[src/rtl/rtsenc_pkg.sv]
`default_nettype none

package rtsenc_pkg;

  localparam int ColorW    = 8;
  localparam int BitTickW  = 8;
  localparam int TickW     = 15;
  localparam int LedCntW   = 9;
  localparam int PixIdxW   = 8;
  localparam int WordW     = 3 * ColorW;
  localparam int SymCntW   = $clog2(WordW);
  localparam int MaxLeds   = 256;
  localparam int CfgIdxW   = 3;
  localparam int CfgDataW  = TickW;
  localparam int FifoDepth = 2;
  localparam int FifoPtrW  = $clog2(FifoDepth);
  localparam int FifoCntW  = $clog2(FifoDepth + 1);

  // Register indexes on the configuration port
  localparam logic [CfgIdxW-1:0] RegZeroHigh = 3'd0;
  localparam logic [CfgIdxW-1:0] RegZeroLow  = 3'd1;
  localparam logic [CfgIdxW-1:0] RegOneHigh  = 3'd2;
  localparam logic [CfgIdxW-1:0] RegOneLow   = 3'd3;
  localparam logic [CfgIdxW-1:0] RegLatch    = 3'd4;
  localparam logic [CfgIdxW-1:0] RegLedCount = 3'd5;

  localparam logic [BitTickW-1:0] ZeroHighRst = 8'd4;
  localparam logic [BitTickW-1:0] ZeroLowRst  = 8'd8;
  localparam logic [BitTickW-1:0] OneHighRst  = 8'd8;
  localparam logic [BitTickW-1:0] OneLowRst   = 8'd4;
  localparam logic [TickW-1:0]    LatchRst    = 15'd500;
  localparam logic [LedCntW-1:0]  LedCountRst = 9'd16;

  localparam logic [SymCntW-1:0] LastBit = SymCntW'(WordW - 1);

  typedef struct packed {
    logic [BitTickW-1:0] zero_high;
    logic [BitTickW-1:0] zero_low;
    logic [BitTickW-1:0] one_high;
    logic [BitTickW-1:0] one_low;
    logic [TickW-1:0]    latch;
    logic [LedCntW-1:0]  led_count;
  } cfg_t;

  // One queued pixel: GRB word, MSB first, and whether it closes the frame
  typedef struct packed {
    logic [WordW-1:0] grb;
    logic             ends;
  } item_t;

  typedef enum logic [2:0] {
    ST_IDLE  = 3'b001,
    ST_BITS  = 3'b010,
    ST_LATCH = 3'b100
  } back_st_e;

  // Rounded divide of an 8x8 product by 255, equal to (p + 127) / 255
  function automatic logic [ColorW-1:0] div255(input logic [2*ColorW-1:0] p);
    logic [2*ColorW:0] t;
    logic [2*ColorW:0] s;
    t = {1'b0, p} + (2*ColorW+1)'(128);
    s = t + (t >> ColorW);
    return s[2*ColorW-1:ColorW];
  endfunction

endpackage

`default_nettype wire

[src/rtl/rgba_to_ws2812_symbol_encoder.sv]
// RGBA pixel to LED strip symbol encoder.
// Input channel (in_valid_i / in_stall_o): one pixel word per handshake. Color is
// premultiplied by alpha, pad sends black, bytes go out G, R, B, MSB first.
// Output channel (out_valid_o / out_stall_i): one symbol word per handshake, a high
// then a low duration for each bit, plus a latch word (frame_end_o) after the last
// pixel of a frame. last_o marks the final word caused by a pixel.
// A pixel passes the multiply stage, the alpha divide into a two-entry queue, the
// symbol serializer and the output register before its first symbol appears.
// The serializer issues one symbol word per cycle while the output is not stalled,
// one per bit of a pixel and a latch word for a pixel ending a frame, and sets the
// rate. Pixels are taken back to back until the queue and the multiply stage are
// full. Stall on the output holds the output register and the serializer; the queue
// then fills and in_stall_o rises. Configuration is written through cfg_we_i,
// cfg_idx_i and cfg_wdata_i; the user must write it only while idle, which the block
// itself does not enforce. Reset loads default timings and clears the pixel position.
`default_nettype none

module rgba_to_ws2812_symbol_encoder (
  input  wire logic                          clk_i,
  input  wire logic                          rst_ni,
  input  wire logic                          cfg_we_i,
  input  wire logic [rtsenc_pkg::CfgIdxW-1:0]  cfg_idx_i,
  input  wire logic [rtsenc_pkg::CfgDataW-1:0] cfg_wdata_i,
  input  wire logic                          in_valid_i,
  output logic                               in_stall_o,
  input  wire logic [rtsenc_pkg::ColorW-1:0] red_i,
  input  wire logic [rtsenc_pkg::ColorW-1:0] green_i,
  input  wire logic [rtsenc_pkg::ColorW-1:0] blue_i,
  input  wire logic [rtsenc_pkg::ColorW-1:0] alpha_i,
  input  wire logic                          pad_i,
  output logic                               out_valid_o,
  input  wire logic                          out_stall_i,
  output logic                               first_level_o,
  output logic [rtsenc_pkg::TickW-1:0]       first_ticks_o,
  output logic                               second_level_o,
  output logic [rtsenc_pkg::TickW-1:0]       second_ticks_o,
  output logic                               frame_end_o,
  output logic                               last_o
);
  import rtsenc_pkg::*;

  cfg_t  cfg_q;
  logic  push, full, pop, fifo_valid;
  item_t push_item, pop_item;

  always_ff @(posedge clk_i or negedge rst_ni) begin
    if (!rst_ni) begin
      cfg_q.zero_high <= ZeroHighRst;
      cfg_q.zero_low  <= ZeroLowRst;
      cfg_q.one_high  <= OneHighRst;
      cfg_q.one_low   <= OneLowRst;
      cfg_q.latch     <= LatchRst;
      cfg_q.led_count <= LedCountRst;
    end else if (cfg_we_i) begin
      unique case (cfg_idx_i)
        RegZeroHigh: cfg_q.zero_high <= cfg_wdata_i[BitTickW-1:0];
        RegZeroLow:  cfg_q.zero_low  <= cfg_wdata_i[BitTickW-1:0];
        RegOneHigh:  cfg_q.one_high  <= cfg_wdata_i[BitTickW-1:0];
        RegOneLow:   cfg_q.one_low   <= cfg_wdata_i[BitTickW-1:0];
        RegLatch:    cfg_q.latch     <= cfg_wdata_i[TickW-1:0];
        RegLedCount: cfg_q.led_count <= cfg_wdata_i[LedCntW-1:0];
        default:     cfg_q           <= cfg_q;
      endcase
    end
  end

  rtsenc_front u_front (
    .clk_i       (clk_i),
    .rst_ni      (rst_ni),
    .cfg_i       (cfg_q),
    .in_valid_i  (in_valid_i),
    .in_stall_o  (in_stall_o),
    .red_i       (red_i),
    .green_i     (green_i),
    .blue_i      (blue_i),
    .alpha_i     (alpha_i),
    .pad_i       (pad_i),
    .push_o      (push),
    .push_item_o (push_item),
    .full_i      (full)
  );

  rtsenc_fifo u_fifo (
    .clk_i       (clk_i),
    .rst_ni      (rst_ni),
    .push_i      (push),
    .push_item_i (push_item),
    .full_o      (full),
    .pop_i       (pop),
    .valid_o     (fifo_valid),
    .pop_item_o  (pop_item)
  );

  rtsenc_back u_back (
    .clk_i          (clk_i),
    .rst_ni         (rst_ni),
    .cfg_i          (cfg_q),
    .valid_i        (fifo_valid),
    .item_i         (pop_item),
    .pop_o          (pop),
    .out_valid_o    (out_valid_o),
    .out_stall_i    (out_stall_i),
    .first_level_o  (first_level_o),
    .first_ticks_o  (first_ticks_o),
    .second_level_o (second_level_o),
    .second_ticks_o (second_ticks_o),
    .frame_end_o    (frame_end_o),
    .last_o         (last_o)
  );

endmodule

`default_nettype wire

[src/rtl/rtsenc_front.sv]
`default_nettype none

module rtsenc_front (
  input  wire logic                        clk_i,
  input  wire logic                        rst_ni,
  input  wire rtsenc_pkg::cfg_t            cfg_i,
  input  wire logic                        in_valid_i,
  output logic                             in_stall_o,
  input  wire logic [rtsenc_pkg::ColorW-1:0] red_i,
  input  wire logic [rtsenc_pkg::ColorW-1:0] green_i,
  input  wire logic [rtsenc_pkg::ColorW-1:0] blue_i,
  input  wire logic [rtsenc_pkg::ColorW-1:0] alpha_i,
  input  wire logic                        pad_i,
  output logic                             push_o,
  output rtsenc_pkg::item_t                push_item_o,
  input  wire logic                        full_i
);
  import rtsenc_pkg::*;

  logic                  s1_valid_q, s1_valid_d;
  logic [2*ColorW-1:0]   prod_r_q, prod_g_q, prod_b_q;
  logic                  ends_q;
  logic [PixIdxW-1:0]    idx_q, idx_d;
  logic [LedCntW-1:0]    eff_count;
  logic [LedCntW-1:0]    idx_next;
  logic                  ends;
  logic                  accept;
  logic                  advance;
  logic [ColorW-1:0]     alpha_g;

  // Clamp the LED count to 1..MaxLeds
  always_comb begin
    priority if (cfg_i.led_count == '0) begin
      eff_count = LedCntW'(1);
    end else if (cfg_i.led_count > LedCntW'(MaxLeds)) begin
      eff_count = LedCntW'(MaxLeds);
    end else begin
      eff_count = cfg_i.led_count;
    end
  end

  assign idx_next = {1'b0, idx_q} + LedCntW'(1);
  assign ends     = idx_next >= eff_count;

  assign advance    = !s1_valid_q || !full_i;
  assign in_stall_o = !advance;
  assign accept     = in_valid_i && advance;
  assign alpha_g    = pad_i ? '0 : alpha_i;

  always_comb begin
    s1_valid_d = s1_valid_q;
    if (advance) begin
      s1_valid_d = in_valid_i;
    end
  end

  always_comb begin
    idx_d = idx_q;
    if (accept) begin
      idx_d = ends ? '0 : idx_next[PixIdxW-1:0];
    end
  end

  always_ff @(posedge clk_i or negedge rst_ni) begin
    if (!rst_ni) begin
      s1_valid_q <= 1'b0;
      idx_q      <= '0;
    end else begin
      s1_valid_q <= s1_valid_d;
      idx_q      <= idx_d;
    end
  end

  always_ff @(posedge clk_i) begin
    if (accept) begin
      prod_r_q <= red_i * alpha_g;
      prod_g_q <= green_i * alpha_g;
      prod_b_q <= blue_i * alpha_g;
      ends_q   <= ends;
    end
  end

  assign push_o           = s1_valid_q && !full_i;
  assign push_item_o.grb  = {div255(prod_g_q), div255(prod_r_q), div255(prod_b_q)};
  assign push_item_o.ends = ends_q;

endmodule

`default_nettype wire

[src/rtl/rtsenc_fifo.sv]
`default_nettype none

module rtsenc_fifo (
  input  wire logic              clk_i,
  input  wire logic              rst_ni,
  input  wire logic              push_i,
  input  wire rtsenc_pkg::item_t push_item_i,
  output logic                   full_o,
  input  wire logic              pop_i,
  output logic                   valid_o,
  output rtsenc_pkg::item_t      pop_item_o
);
  import rtsenc_pkg::*;

  item_t                mem_q [FifoDepth];
  logic [FifoPtrW-1:0]  wr_ptr_q, rd_ptr_q;
  logic [FifoCntW-1:0]  cnt_q;
  logic                 do_push, do_pop;

  assign full_o     = cnt_q == FifoCntW'(FifoDepth);
  assign valid_o    = cnt_q != '0;
  assign pop_item_o = mem_q[rd_ptr_q];
  assign do_push    = push_i && !full_o;
  assign do_pop     = pop_i && valid_o;

  always_ff @(posedge clk_i or negedge rst_ni) begin
    if (!rst_ni) begin
      wr_ptr_q <= '0;
      rd_ptr_q <= '0;
      cnt_q    <= '0;
    end else begin
      if (do_push) begin
        wr_ptr_q <= (wr_ptr_q == FifoPtrW'(FifoDepth - 1)) ? '0 : wr_ptr_q + FifoPtrW'(1);
      end
      if (do_pop) begin
        rd_ptr_q <= (rd_ptr_q == FifoPtrW'(FifoDepth - 1)) ? '0 : rd_ptr_q + FifoPtrW'(1);
      end
      unique case ({do_push, do_pop})
        2'b10:   cnt_q <= cnt_q + FifoCntW'(1);
        2'b01:   cnt_q <= cnt_q - FifoCntW'(1);
        default: cnt_q <= cnt_q;
      endcase
    end
  end

  always_ff @(posedge clk_i) begin
    if (do_push) begin
      mem_q[wr_ptr_q] <= push_item_i;
    end
  end

endmodule

`default_nettype wire

[src/rtl/rtsenc_back.sv]
`default_nettype none

module rtsenc_back (
  input  wire logic                        clk_i,
  input  wire logic                        rst_ni,
  input  wire rtsenc_pkg::cfg_t            cfg_i,
  input  wire logic                        valid_i,
  input  wire rtsenc_pkg::item_t           item_i,
  output logic                             pop_o,
  output logic                             out_valid_o,
  input  wire logic                        out_stall_i,
  output logic                             first_level_o,
  output logic [rtsenc_pkg::TickW-1:0]     first_ticks_o,
  output logic                             second_level_o,
  output logic [rtsenc_pkg::TickW-1:0]     second_ticks_o,
  output logic                             frame_end_o,
  output logic                             last_o
);
  import rtsenc_pkg::*;

  back_st_e            st_q, st_d;
  logic [WordW-1:0]    word_q, word_d;
  logic                ends_q, ends_d;
  logic [SymCntW-1:0]  cnt_q, cnt_d;
  logic                out_valid_q, out_valid_d;
  logic                out_load;
  logic                fetch;
  logic                bit_v;
  logic [BitTickW-1:0] hi_ticks, lo_ticks;
  logic [TickW-1:0]    half_ticks;

  assign out_load   = (st_q != ST_IDLE) && (!out_valid_q || !out_stall_i);
  assign bit_v      = word_q[WordW-1];
  assign hi_ticks   = bit_v ? cfg_i.one_high : cfg_i.zero_high;
  assign lo_ticks   = bit_v ? cfg_i.one_low : cfg_i.zero_low;
  assign half_ticks = cfg_i.latch >> 1;

  // Fetch the next word when idle or when the current one issues its final symbol
  always_comb begin
    unique case (st_q)
      ST_IDLE:  fetch = 1'b1;
      ST_BITS:  fetch = out_load && (cnt_q == LastBit) && !ends_q;
      ST_LATCH: fetch = out_load;
      default:  fetch = 1'b1;
    endcase
  end

  assign pop_o = fetch && valid_i;

  always_comb begin
    st_d   = st_q;
    word_d = word_q;
    ends_d = ends_q;
    cnt_d  = cnt_q;
    if (fetch) begin
      if (valid_i) begin
        st_d   = ST_BITS;
        word_d = item_i.grb;
        ends_d = item_i.ends;
        cnt_d  = '0;
      end else begin
        st_d = ST_IDLE;
      end
    end else if (st_q == ST_BITS && out_load) begin
      word_d = word_q << 1;
      cnt_d  = cnt_q + SymCntW'(1);
      if (cnt_q == LastBit) begin
        st_d = ST_LATCH;
      end
    end
  end

  always_comb begin
    out_valid_d = out_valid_q;
    if (out_load) begin
      out_valid_d = 1'b1;
    end else if (!out_stall_i) begin
      out_valid_d = 1'b0;
    end
  end

  always_ff @(posedge clk_i or negedge rst_ni) begin
    if (!rst_ni) begin
      st_q        <= ST_IDLE;
      out_valid_q <= 1'b0;
      cnt_q       <= '0;
    end else begin
      st_q        <= st_d;
      out_valid_q <= out_valid_d;
      cnt_q       <= cnt_d;
    end
  end

  always_ff @(posedge clk_i) begin
    word_q <= word_d;
    ends_q <= ends_d;
    if (out_load) begin
      if (st_q == ST_LATCH) begin
        first_level_o  <= 1'b0;
        first_ticks_o  <= half_ticks;
        second_level_o <= 1'b0;
        second_ticks_o <= half_ticks;
        frame_end_o    <= 1'b1;
        last_o         <= 1'b1;
      end else begin
        first_level_o  <= 1'b1;
        first_ticks_o  <= TickW'(hi_ticks);
        second_level_o <= 1'b0;
        second_ticks_o <= TickW'(lo_ticks);
        frame_end_o    <= 1'b0;
        last_o         <= (cnt_q == LastBit) && !ends_q;
      end
    end
  end

  assign out_valid_o = out_valid_q;

  a_fe_last : assert property (@(posedge clk_i) disable iff (!rst_ni)
    out_valid_q && frame_end_o |-> last_o)
    else $error("latch word without last");

  a_latch_follows : assert property (@(posedge clk_i) disable iff (!rst_ni)
    st_q == ST_LATCH |-> ends_q && $past(st_q) == ST_BITS || $past(st_q) == ST_LATCH)
    else $error("latch state not entered from bit state");

  a_bit_level : assert property (@(posedge clk_i) disable iff (!rst_ni)
    out_valid_q && !frame_end_o |-> first_level_o && !second_level_o)
    else $error("bit word with wrong levels");

endmodule

`default_nettype wire

[config.mk]
export PLATFORM = sky130hd
export DESIGN_NAME = rgba_to_ws2812_symbol_encoder
export DESIGN_NICKNAME = d
export VERILOG_FILES = /design/src/rtl/rtsenc_pkg.sv /design/src/rtl/rgba_to_ws2812_symbol_encoder.sv /design/src/rtl/rtsenc_front.sv /design/src/rtl/rtsenc_fifo.sv /design/src/rtl/rtsenc_back.sv
export SDC_FILE = /design/constraint.sdc
export NUM_CORES = 1
export LEC_CHECK = 0
export ABC_AREA = 1
export BUFFER_PORTS_ARGS = -buffer_cell sky130_fd_sc_hd__buf_4
export CORE_ASPECT_RATIO = 1.4
export CORE_MARGIN = 2
export CORE_UTILIZATION = 30
export CTS_CLUSTER_DIAMETER = 60
export DETAILED_ROUTE_END_ITERATION = 8
export GPL_TIMING_DRIVEN = 0
export PLACE_DENSITY = 0.55
export SETUP_SLACK_MARGIN = 0.05
export SLEW_MARGIN = 20
export SYNTH_ARGS = -nofsm -noshare
export SYNTH_HDL_FRONTEND = slang
export SYNTH_SLANG_ARGS = --single-unit
export TNS_END_PERCENT = 1
[constraint.sdc]
create_clock -name clk_i -period 2.8 [get_ports clk_i]
set_input_delay 0.42 -clock clk_i [delete_from_list [all_inputs] [get_ports clk_i]]
set_output_delay 0.42 -clock clk_i [all_outputs]
set_load 0.03 [all_outputs]
==> metrics.csv, run 1 <==
stage,metric,value,unit
synth,Post-synth top cells,"356 x nand2_1, 290 x inv_1, 265 x nor2_1, 149 x edfxtp_1, 146 x ha_1",
timing,Worst-Margin Slew,0.9315,ns
setup_path,CP dominant cell by count,fa_1,
synth,synthesized flop and latch total,226,
setup_path,Startpoint Class,input pin,
clock_tree,TritonCTS Buffers,22,
global_routing,number of global-route vias before repair,13020,
synth,asr flop ratio synth,0.3407,
synth,predominant post-synthesis flop cell,edfxtp_1,
setup_path,critical path arrival,3.96,ns
setup_path,worst setup path start,pad_i,
route,post-route ant nets,0,
synth,cell area after synthesis,16590,sq um
flow_run,max cap viols,0,
min_path,Worst Hold Class,in -> reg,
clock_tree,H-Tree Depth,1,
power,Sw Ratio,0.4031,
global_routing,antenna violations before repair,0,
synth,Yosys top cell area share,0.2697,
floorplanning,Die H,282.2,microns
layout,n_diodes,0,
timing,Final Skew,0.04378,ns
timing,final setup fails,35,
power,switching pwr,6.667,mW
route,final wirelength,37460,microns
floorplanning,Core Area,55010,sq um
clock_tree,CTS tree,built,
global_routing,GR Overflow Total,0,
synth,synthesized instance count,1852,
synth,sequential area share after synthesis,0.3868,
synth,Mapped Avg Cell Area,8.957,sq um
route,Via Count,12370,
floorplanning,Boundary Pins,92,
placed_design,GPL Wtd Cong,0.8542,
placed_design,I/O Buffers,88,
route,drt wl/cell,13.71,microns
synth,cell with the most instances after synthesis,nand2_1,
placed_design,Post-DP HPWL,29980,microns
route,routed vias/inst,4.528,
power,Comb pwr share,0.464,
power,clock share of power,0.175,
timing,Setup TNS,-22.38,ns
route,Starting DRT DRC Count,534,
global_routing,largest net degree at the start of global routing,78,
setup_path,reg2reg path depth,16,
floorplanning,die area,57220,sq um
clock_tree,latest clock arrival within the worst-skew pair,0.55,ns
route,TritonRoute pass-1 iters,5,
synth,"Distinct cells, synth",42,
timing,RSZ-0062 raised after global routing,yes,
setup_path,Setup Crit Path Kind,in -> reg,
synth,leading area contributor after synthesis,edfxtp_1,
clock_tree,CTS Root Cell,clkbuf_16,
setup_path,"Critical Path, Cell by Cell","buf_8, clkinv_16, nand2_8, clkbuf_16, nor2_2, fa_1, fa_1, fa_1, inv_1, fa_1, inv_2, ha_4, nand2_4, o21ai_2, a21oi_2, nor2_1, nor2_1, xnor2_1",
floorplanning,starting density of the core,0.3016,
setup_path,"Req. time, crit path",3.06,ns
layout,share of post-route cells with drive strength above 1,0.1835,
power,Leak Pwr,9.422,nW
clock_tree,Worst-path clk slew,0.07,ns
setup_path,flop2flop setup slack,0.11,ns
status,outcome,"finished, violations left",
setup_path,worst-path fanout max,8,
timing,post-route worst setup slack,-0.9007,ns
layout,layout net count,2299,
layout,Util after Layout,0.3678,
setup_path,"Buf+Inv Stages, Crit Path",5,
power,P per Cell Area,817.5,nW/um^2
setup_path,Top delay family on crit path,adder cells,
setup_path,CP max stage cell,fa_1,
timing,min Tclk post-route,3.701,ns
clock_tree,maximum root-to-sink buffer count,3,
timing,slew margin rel.,0.3783,
setup_path,Critical Path Stages,18,
layout,area grow syn2layout,21.96,%
setup_path,Critical R2R Capture,u_fifo.mem_q[1][15],
synth,"EDFF count, synth",149,
route,DRC,0,
layout,fill cell count,5534,
global_routing,GRT Util Overall,0.1331,
timing,Max Slew Vio Count,0,
global_routing,global-route wire length before repair,63050,microns
timing,f_max,270.2,MHz
setup_path,worst r2r src,u_front.prod_r_q[8],
power,maximum vdd ir drop,0.3920,mV
synth,Syn. warnings,0,
setup_path,Critical Path End Type,flop,
power,P_int,9.874,mW
floorplanning,chip width,202.7,microns
clock_tree,Num Clock Sinks,226,
setup_path,CP endpoint,u_front.prod_r_q[13],
timing,"Hold Vio Cnt, Final",0,
synth,synth top area cells,"edfxtp_1 27%, fa_1 13%, ha_1 11%, dfrtp_1 9.8%, nand2_1 8.1%",
status,failing checks,setup timing,
power,power share of the sequential group,0.360,
timing,final period utilization,1.322,
floorplanning,Row Count,102,
setup_path,crit-path max cell delay,0.53,ns
worst min-delay path by stage:
| stage | start | end | cells past startpoint |
|---|---|---|---|
| after global routing | cfg_wdata_i[10] | cfg_q[19] | 3 |
| after detailed placement | u_front.ends_q | u_fifo.mem_q[0][0] | 0 |
| final | cfg_wdata_i[12] | cfg_q[21] | 3 |
| after floorplan | rst_ni | cfg_q[0] | 0 |
| after global placement | u_front.ends_q | u_fifo.mem_q[0][0] | 0 |
| after CTS | rst_ni | u_front.idx_q[7] | 1 |
layout make-up:
type                       instances  area, sq um  share of cell area
inverter                         303         1192             0.05894
timing repair buffer             111        915.9             0.04527
clock inverter                     9        86.33            0.004267
multi-input combinational       1277         9637              0.4763
clock buffer                      31        636.9             0.03148
tap                              728        910.9             0.04502
sequential                       226         6417              0.3172
buffer                            48        435.4             0.02152
metal layers:
layer	GRT usage	vias to the layer above	routed length [microns]
li1	-	6220	-
met1	0.1444	5938	14910
met2	0.2698	163	20750
met3	0.01002	53	803
met4	0.04211	0	996
met5	0	-	0
layout by cell type (no fill, tap or decap), types with 4 or more instances in the layout:
master	netlist	layout
nand2_1	356	332
xor2_1	33	30
nor2_2	1	28
nand2_8	0	6
inv_2	11	23
clkbuf_16	0	31
ha_1	146	126
ha_4	0	19
o21bai_1	4	4
dfrtp_1	65	64
a21oi_1	69	47
nand2_2	9	22
nand3_2	4	5
fa_2	0	6
o21ai_1	6	10
clkbuf_8	0	5
clkbuf_1	33	24
nand2_4	1	6
xor2_2	2	5
nor2_4	5	12
nand4_1	21	21
edfxtp_1	149	149
dfstp_2	12	12
a21o_1	6	6
a21oi_4	0	8
o211ai_1	18	18
nor3_1	8	7
buf_2	4	4
a31oi_1	23	23
xnor2_1	26	26
nand3_1	48	45
clkinv_2	0	4
buf_4	10	114
a21oi_2	0	14
nor2_1	265	231
o21ai_0	102	86
fa_1	108	102
o21ai_2	0	9
inv_1	290	272
kinds of logic (layout without fill, tap and decap cells):
logic type / after synthesis / count (layout) / share of synthesized area
DFF: 226 / 226 / 0.3868
buffers and inverters: 351 / 502 / 0.08267
and+or+nand+nor: 723 / 723 / 0.1776
AOI/OAI and AO/OA: 235 / 235 / 0.07814
adders and majority gates: 254 / 254 / 0.2405
xor gates and xnor gates: 62 / 62 / 0.03409
other: 1 / 3 / 0.0002261
stage by stage:
step	instances	cell area, sq um	setup WS [ns]	hold slack, ns	power, mW
after floorplan	1854	17120	-1.089	0.1244	11.22
after global placement	2670	18690	-1.707	0.4419	13.03
after detailed placement	2673	18780	-1.739	0.4474	13.34
after CTS	2730	20070	-0.8766	0.05618	16.66
after global routing	2733	20230	-1.033	0.1087	17.91
final	2733	20230	-0.9007	0.1275	16.54
timing repair:
item,4_1_cts,5_1_grt
pin swaps,44,24
gates resized for setup,89,36
endpoints found under the setup margin,52,83
setup buffers,17,2
hold buffers,0,1
endpoints found under the hold margin,0,64
tightest hold or removal path: stages:
cell and delay [ns]:
buf_4 0.08, nor2_1 0.04, a21oi_1 0.10
state kept, by name (all words and copies together), names as in the netlist, 5 cells and up:
register / flops
u_back.first_ticks_o: 8
u_fifo.mem_q: 50
u_back.cnt_q: 5
u_front.idx_q: 8
u_front.prod_g_q: 16
u_back.second_ticks_o: 14
u_front.prod_r_q: 16
cfg_q: 55
u_front.prod_b_q: 16
u_back.word_q: 24
power by group through the flow:
stage	clock [mW]	combinational [mW]	sequential, mW
2_1_floorplan	0	4.99	6.23
3_3_place_gp	0	7.04	6.00
3_5_place_dp	0	7.34	6.01
4_1_cts	3.01	7.70	5.96
5_1_grt	3.14	8.67	6.10
6_report	2.90	7.68	5.96
No activity file was read; power rests on OpenSTA's default activity.
==> inputs of run 2 (changes only) <==
--- a/config.mk
+++ b/config.mk
@@ -18,5 +18,6 @@
 export SLEW_MARGIN = 20
 export SYNTH_ARGS = -nofsm -noshare
 export SYNTH_HDL_FRONTEND = slang
+export SYNTH_HIERARCHICAL = 1
 export SYNTH_SLANG_ARGS = --single-unit
 export TNS_END_PERCENT = 1
==> run 2 against run 1 <==
  * The flow still finishes with violations (setup timing)
  * Clock-buffer cell count increased by 1
  * Maximum frequency decreased by 6.4%
  * Setup slack got worse by 0.25 ns
  * Via count up 6.8%
  * Area after synthesis up 5.3%
  * Global-route usage decreased by 0.50 points
  * Combinational power is essentially flat
  * Non-clock buffer count is 2 higher
  * Register-to-register slack better by 0.04 ns
  * Synthesized cell count is 9.3% higher
  * Largest cell class unchanged
==> metrics.csv, run 2 <==
stage,metric,value,unit,change
route,routed vias/inst,4.514,,was 4.528
synth,Syn. warnings,6,,was 0
clock_tree,TritonCTS Buffers,25,,was 22
timing,slew margin rel.,0.3349,,was 0.3783
flow_run,max cap viols,0,,unchanged
timing,final setup fails,36,,was 35
floorplanning,Die H,289.5,microns,was 282.2 microns
setup_path,Startpoint Class,input pin,,unchanged
power,P_int,9.990,mW,was 9.874 mW
setup_path,Setup Crit Path Kind,in -> reg,,unchanged
setup_path,Critical R2R Capture,u_fifo/mem_q[1][8],,was u_fifo.mem_q[1][15]
power,Leak Pwr,10.41,nW,was 9.422 nW
placed_design,dpl ws,-2.169,ns,was -1.739 ns
min_path,hold depth,3,,unchanged
timing,post-route worst setup slack,-1.155,ns,was -0.9007 ns
route,Via Count,13210,,was 12370
floorplanning,die area,60180,sq um,was 57220 sq um
floorplanning,Boundary Pins,92,,unchanged
layout,Largest register FFs,55,,unchanged
route,drt wl/cell,12.94,microns,was 13.71 microns
layout,fin cells,2927,,was 2733
clock_tree,H-Tree Depth,1,,unchanged
setup_path,critical path arrival,4.24,ns,was 3.96 ns
setup_path,worst r2r src,u_front/prod_b_q[7],,was u_front.prod_r_q[8]
timing,Final Skew,0.01878,ns,was 0.04378 ns
power,Comb pwr share,0.457,,was 0.464
route,Starting DRT DRC Count,562,,was 534
placed_design,DP Cell Count,2859,,was 2673
layout,layout net count,2474,,was 2299
route,final wirelength,37880,microns,was 37460 microns
timing,min Tclk post-route,3.955,ns,was 3.701 ns
timing,Worst-Margin Slew,0.9965,ns,was 0.9315 ns
timing,Setup TNS,-28.90,ns,was -22.38 ns
placed_design,I/O Buffers,88,,unchanged
floorplanning,starting density of the core,0.3036,,was 0.3016
power,P per Cell Area,802.7,nW/um^2,was 817.5 nW/um^2
clock_tree,maximum root-to-sink buffer count,3,,unchanged
power,power share of the sequential group,0.349,,was 0.360
placed_design,GPL Wtd Cong,0.8365,,was 0.8542
layout,"commonest non-fill, non-tap cells in the layout","550 x nand2_1, 324 x inv_1, 195 x nor2_1",,"was 332 x nand2_1, 272 x inv_1, 231 x nor2_1"
placed_design,Post-DP HPWL,29880,microns,was 29980 microns
floorplanning,Core Area,57520,sq um,was 55010 sq um
synth,synthesized instance count,2025,,was 1852
power,Sw Ratio,0.4061,,was 0.4031
power,switching pwr,6.832,mW,was 6.667 mW
clock_tree,latest clock arrival within the worst-skew pair,0.54,ns,was 0.55 ns
layout,"Most flops, register",cfg_q,,unchanged
global_routing,antenna violations before repair,0,,unchanged
route,TritonRoute pass-1 iters,5,,unchanged
global_routing,number of global-route vias before repair,13570,,was 13020
min_path,Worst Hold Class,in -> reg,,unchanged
layout,"commonest non-fill, non-tap cell in the layout",nand2_1,,unchanged
synth,Mapped Avg Cell Area,8.624,sq um,was 8.957 sq um
layout,n_diodes,0,,unchanged
clock_tree,Worst-path clk slew,0.07,ns,about the same
route,DRC,0,,unchanged
synth,cell area after synthesis,17460,sq um,was 16590 sq um
global_routing,largest net degree at the start of global routing,78,,unchanged
setup_path,flop2flop setup slack,0.15,ns,was 0.11 ns
power,maximum vdd ir drop,0.3614,mV,was 0.3920 mV
placed_design,Area after DPL,19160,sq um,was 18780 sq um
global_routing,GR Overflow Total,0,,unchanged
power,clock share of power,0.195,,was 0.175
floorplanning,Row Count,104,,was 102
layout,post-route cell area,20960,sq um,was 20230 sq um
clock_tree,CTS Root Cell,clkbuf_16,,unchanged
status,outcome,"finished, violations left",,unchanged
floorplanning,chip width,207.9,microns,was 202.7 microns
timing,f_max,252.9,MHz,was 270.2 MHz
min_path,Hold Crit Endpoint,cfg_q[23],,was cfg_q[21]
timing,RSZ-0062 raised after global routing,yes,,unchanged
global_routing,GRT Util Overall,0.1281,,was 0.1331
status,failing checks,setup timing,,unchanged
setup_path,worst-path fanout max,8,,unchanged
setup_path,"Req. time, crit path",3.08,ns,was 3.06 ns
layout,biggest regs,"cfg_q x55, u_fifo/mem_q x50, u_back/word_q x24",,"was cfg_q x55, u_fifo.mem_q x50, u_back.word_q x24"
timing,final period utilization,1.412,,was 1.322
global_routing,global-route wire length before repair,64900,microns,was 63050 microns
setup_path,Critical Path End Type,flop,,unchanged
route,post-route ant nets,0,,unchanged
clock_tree,Num Clock Sinks,226,,unchanged
min_path,Hold Path Origin,cfg_wdata_i[14],,was cfg_wdata_i[12]
setup_path,reg2reg path depth,16,,unchanged
layout,area grow syn2layout,20.00,%,was 21.96%
layout,share of post-route cells with drive strength above 1,0.1707,,was 0.1835
timing,Max Slew Vio Count,0,,unchanged
clock_tree,CTS tree,built,,unchanged
timing,"Hold Vio Cnt, Final",0,,unchanged
==> run 2: changes by cell type in the layout (fill, tap and decap cells not counted), sizes merged, moves of 16 or more <==
| cell | delta |
|---|---|
| nor2 | -49 |
| a31oi | -20 |
| buf | +16 |
| nand2 | +230 |
| inv | +48 |
| o21ai | -74 |
| nand3 | +71 |
| a21oi | -30 |
==> run 2: how the worst max path moves through the flow <==
stage / start / end / slack, ns
2_1_floorplan: pad_i / u_front/prod_g_q[12] / -1.51
3_3_place_gp: pad_i / u_front/prod_g_q[13] / -2.11
3_5_place_dp: pad_i / u_front/prod_g_q[12] / -2.17
4_1_cts: pad_i / u_front/prod_r_q[14] / -1.13
5_1_grt: pad_i / u_front/prod_b_q[14] / -1.34
6_report: pad_i / u_front/prod_r_q[14] / -1.15
==> run 2: critical path, cell delays in order <==
cell	delay [ns]
buf_4	0.09
clkinvlp_4	0.08
buf_12	0.16
nand2_4	0.11
clkbuf_16	0.17
nor2_1	0.05
fa_1	0.50
inv_1	0.06
fa_1	0.53
inv_1	0.05
fa_1	0.47
inv_1	0.05
fa_1	0.49
inv_2	0.05
ha_4	0.24
nand2_4	0.06
a21oi_2	0.04
nor2_1	0.11
nand2_2	0.08
a21boi_2	0.18
o21ai_2	0.08
nor2_1	0.10
nor2_1	0.06
==> run 2: stage by stage <==
step / power, mW / util / hold slack [ns]
2_1_floorplan: 11.19 / - / 0.1244
3_3_place_gp: 12.98 / 0.3322 / 0.4495
3_5_place_dp: 13.20 / 0.3332 / 0.4525
4_1_cts: 16.90 / 0.3610 / 0.05981
5_1_grt: 18.27 / 0.3644 / 0.1172
6_report: 16.82 / 0.3644 / 0.1251
==> run 2: power by group through the flow <==
stage	logic, mW	clock network, mW	registers [mW]
final	7.69	3.27	5.86
after global routing	8.76	3.51	6.00
after CTS	7.66	3.38	5.86
after detailed placement	7.29	0	5.91
after global placement	7.07	0	5.90
after floorplan	5.06	0	6.13
==> run 2: timing repair <==
item / in CTS / in global routing
setup endpoints to repair: 60 / 89
hold endpoints to repair: 0 / 63
pin swaps: 28 / 13
setup buffers: 21 / 0
resized for setup: 108 / 45
hold buffers: 0 / 1
==> run 2: layout make-up <==
type	instances	area (sq um)
fill	5904	36560
sequential	226	6416
buffer	49	543.0
clock inverter	14	138.9
clock buffer	32	694.4
multi-input combinational	1406	9993
tap	742	928.4
inverter	346	1350
timing repair buffer	112	892.1
==> run 2: per-layer routing <==
layer | global-route usage | vias to the layer above | wire [microns]
met5 | 0 | - | 0
met4 | 0.04291 | 0 | 1059
met3 | 0.01257 | 65 | 1221
met2 | 0.2540 | 216 | 20630
met1 | 0.1413 | 6283 | 14970
li1 | - | 6648 | -
==> inputs of run 3 (changes only) <==
--- a/config.mk
+++ b/config.mk
@@ -13,7 +13,6 @@
 export CTS_CLUSTER_DIAMETER = 60
 export DETAILED_ROUTE_END_ITERATION = 8
 export GPL_TIMING_DRIVEN = 0
-export PLACE_DENSITY = 0.55
 export SETUP_SLACK_MARGIN = 0.05
 export SLEW_MARGIN = 20
 export SYNTH_ARGS = -nofsm -noshare
==> run 3 against run 2 <==
  * The run still ends with setup timing left
  * Global-route usage grew 0.26 points
  * Clock skew grew 0.0097 ns
  * Maximum frequency up 1.0%
==> metrics.csv, run 3 (synthesis gave the netlist of run 2 again) <==
stage,metric,value,unit,change
status,outcome,"finished, violations left",,unchanged
status,failing checks,setup timing,,unchanged
layout,share of post-route cells with drive strength above 1,0.1900,,was 0.1707
global_routing,GRT Util Overall,0.1307,,was 0.1281
route,post-route ant nets,0,,unchanged
floorplanning,Row Count,104,,unchanged
floorplanning,starting density of the core,0.3036,,unchanged
route,Starting DRT DRC Count,678,,was 562
global_routing,global-route wire length before repair,66430,microns,was 64900 microns
timing,final setup fails,36,,unchanged
route,TritonRoute pass-1 iters,5,,unchanged
setup_path,reg2reg path depth,15,,was 16
global_routing,GR peak layer,met2,,unchanged
timing,min Tclk post-route,3.915,ns,was 3.955 ns
timing,final period utilization,1.398,,was 1.412
global_routing,M2 GR Usage,0.2556,,was 0.2540
layout,biggest regs,"cfg_q x55, u_fifo/mem_q x50, u_back/word_q x24",,unchanged
setup_path,critical path arrival,4.21,ns,was 4.24 ns
route,final wirelength,38910,microns,was 37880 microns
power,maximum vdd ir drop,0.5279,mV,was 0.3614 mV
power,switching pwr,6.875,mW,was 6.832 mW
clock_tree,Num Clock Sinks,226,,unchanged
route,routed vias/inst,4.594,,was 4.514
power,P per Cell Area,811.4,nW/um^2,was 802.7 nW/um^2
timing,RSZ-0062 raised after global routing,yes,,unchanged
setup_path,Startpoint Class,input pin,,unchanged
floorplanning,Core Area,57520,sq um,unchanged
timing,Final Skew,0.02852,ns,was 0.01878 ns
placed_design,dpl ws,-2.159,ns,was -2.169 ns
layout,area grow syn2layout,21.53,%,was 20.00%
setup_path,"Req. time, crit path",3.10,ns,was 3.08 ns
route,DRC,0,,unchanged
floorplanning,chip width,207.9,microns,unchanged
timing,post-route worst setup slack,-1.115,ns,was -1.155 ns
layout,fin cells,2937,,was 2927
timing,"Hold Vio Cnt, Final",0,,unchanged
global_routing,GR Overflow Total,0,,unchanged
clock_tree,Worst-path clk slew,0.06,ns,was 0.07 ns
power,clock share of power,0.210,,was 0.195
clock_tree,latest clock arrival within the worst-skew pair,0.56,ns,was 0.54 ns
route,Via Count,13490,,was 13210
clock_tree,TritonCTS Buffers,26,,was 25
placed_design,DP Cell Count,2857,,was 2859
placed_design,I/O Buffers,88,,unchanged
placed_design,Post-DP HPWL,29920,microns,was 29880 microns
clock_tree,maximum root-to-sink buffer count,3,,unchanged
timing,Max Slew Vio Count,0,,unchanged
clock_tree,CTS Root Cell,clkbuf_16,,unchanged
global_routing,number of global-route vias before repair,14250,,was 13570
power,Comb pwr share,0.450,,was 0.457
layout,n_diodes,0,,unchanged
setup_path,worst-path fanout max,4,,was 8
timing,f_max,255.4,MHz,was 252.9 MHz
clock_tree,H-Tree Depth,1,,unchanged
placed_design,GPL Wtd Cong,0.8622,,was 0.8365
floorplanning,die area,60180,sq um,unchanged
timing,slew margin rel.,0.3164,,was 0.3349
global_routing,GR Util met1,0.1405,,was 0.1413
global_routing,met3 GRT Util,0.01290,,was 0.01257
layout,Largest register FFs,55,,unchanged
power,Sw Ratio,0.3992,,was 0.4061
power,Leak Pwr,10.47,nW,was 10.41 nW
setup_path,Critical Path End Type,flop,,unchanged
power,power share of the sequential group,0.340,,was 0.349
power,P_int,10.34,mW,was 9.990 mW
min_path,hold depth,3,,unchanged
global_routing,antenna violations before repair,0,,unchanged
layout,layout net count,2484,,was 2474
floorplanning,Boundary Pins,92,,unchanged
layout,"commonest non-fill, non-tap cells in the layout","541 x nand2_1, 317 x inv_1, 181 x nor2_1",,"was 550 x nand2_1, 324 x inv_1, 195 x nor2_1"
route,drt wl/cell,13.25,microns,was 12.94 microns
timing,Worst-Margin Slew,1.024,ns,was 0.9965 ns
setup_path,Setup Crit Path Kind,in -> reg,,unchanged
layout,"Most flops, register",cfg_q,,unchanged
timing,Setup TNS,-28.72,ns,was -28.90 ns
min_path,Worst Hold Class,in -> reg,,unchanged
flow_run,max cap viols,0,,unchanged
global_routing,largest net degree at the start of global routing,78,,unchanged
clock_tree,CTS tree,built,,unchanged
floorplanning,Die H,289.5,microns,unchanged
layout,"commonest non-fill, non-tap cell in the layout",nand2_1,,unchanged
==> run 3: critical path: stages <==
cell and delay [ns]:
buf_4 0.09, clkinvlp_4 0.10, buf_12 0.17, nand2_8 0.09, clkbuf_16 0.15, nor2_2 0.04, fa_1 0.54, inv_1 0.06
fa_1 0.51, inv_2 0.04, fa_1 0.47, inv_1 0.05, fa_1 0.49, inv_2 0.04, ha_4 0.23, nand2_4 0.07
a21oi_2 0.05, nor2_1 0.14, nand2_2 0.08, a21boi_2 0.16, o21ai_2 0.07, nor2_1 0.09, nor2_1 0.05
==> run 3: metal layers <==
metal / share of wire / vias to the layer above
li1: - / 6672
met2: 0.53 / 310
met3: 0.034 / 103
met4: 0.047 / 0
met1: 0.39 / 6409
met5: 0 / -
==> run 3: what timing repair did <==
action	in CTS	in global routing
cloned	1	0
setup endpoints to repair	49	115
buffers inserted	25	5
gates resized for setup	130	65
pin swaps	45	38
endpoints found under the hold margin	0	20
hold buffers	0	1
==> run 3: final timing paths <==
check / from / end / slack, ns
setup reg to reg: u_front/prod_g_q[7] / u_fifo/mem_q[1][24] / 0.08
min in group asynchronous: rst_ni / cfg_q[28] / 0.29
setup / recovery: pad_i / u_front/prod_r_q[14] / -1.12
hold reg to reg: cfg_q[14] / cfg_q[14] / 0.46
hold / removal: cfg_wdata_i[11] / cfg_q[20] / 0.1
max in group asynchronous: rst_ni / u_back/st_q[0] / 1.87
==> run 3: metrics by stage <==
step / hold slack [ns] / cell area [sq um] / power [mW] / util
floorplan: 0.1244 / 17520 / 11.19 / -
global placement: 0.4488 / 19110 / 12.90 / 0.3322
detailed placement: 0.4513 / 19120 / 13.13 / 0.3324
CTS: 0.03578 / 20930 / 17.21 / 0.3639
global route: 0.07767 / 21220 / 18.61 / 0.3690
finish: 0.09861 / 21220 / 17.22 / 0.3690
==> run 3: layout make-up <==
type	count	area [sq um]
Fill cell	5741	36290
Multi-Input combinational cell	1406	10080
Sequential cell	226	6416
Inverter	346	1360
Timing Repair Buffer	121	969.7
Tap cell	742	928.4
Clock buffer	33	718.2
Buffer	49	534.3
Clock inverter	14	215.2
==> run 3: power groups by stage <==
stage                     Clock [mW]  Sequential, mW  Combinational [mW]
after floorplan                    0            6.13                5.06
after global placement             0            5.89                7.00
after detailed placement           0            5.91                7.22
after CTS                       3.71            5.87                7.63
after global routing            3.83            6.00                8.77
final                           3.61            5.86                7.74
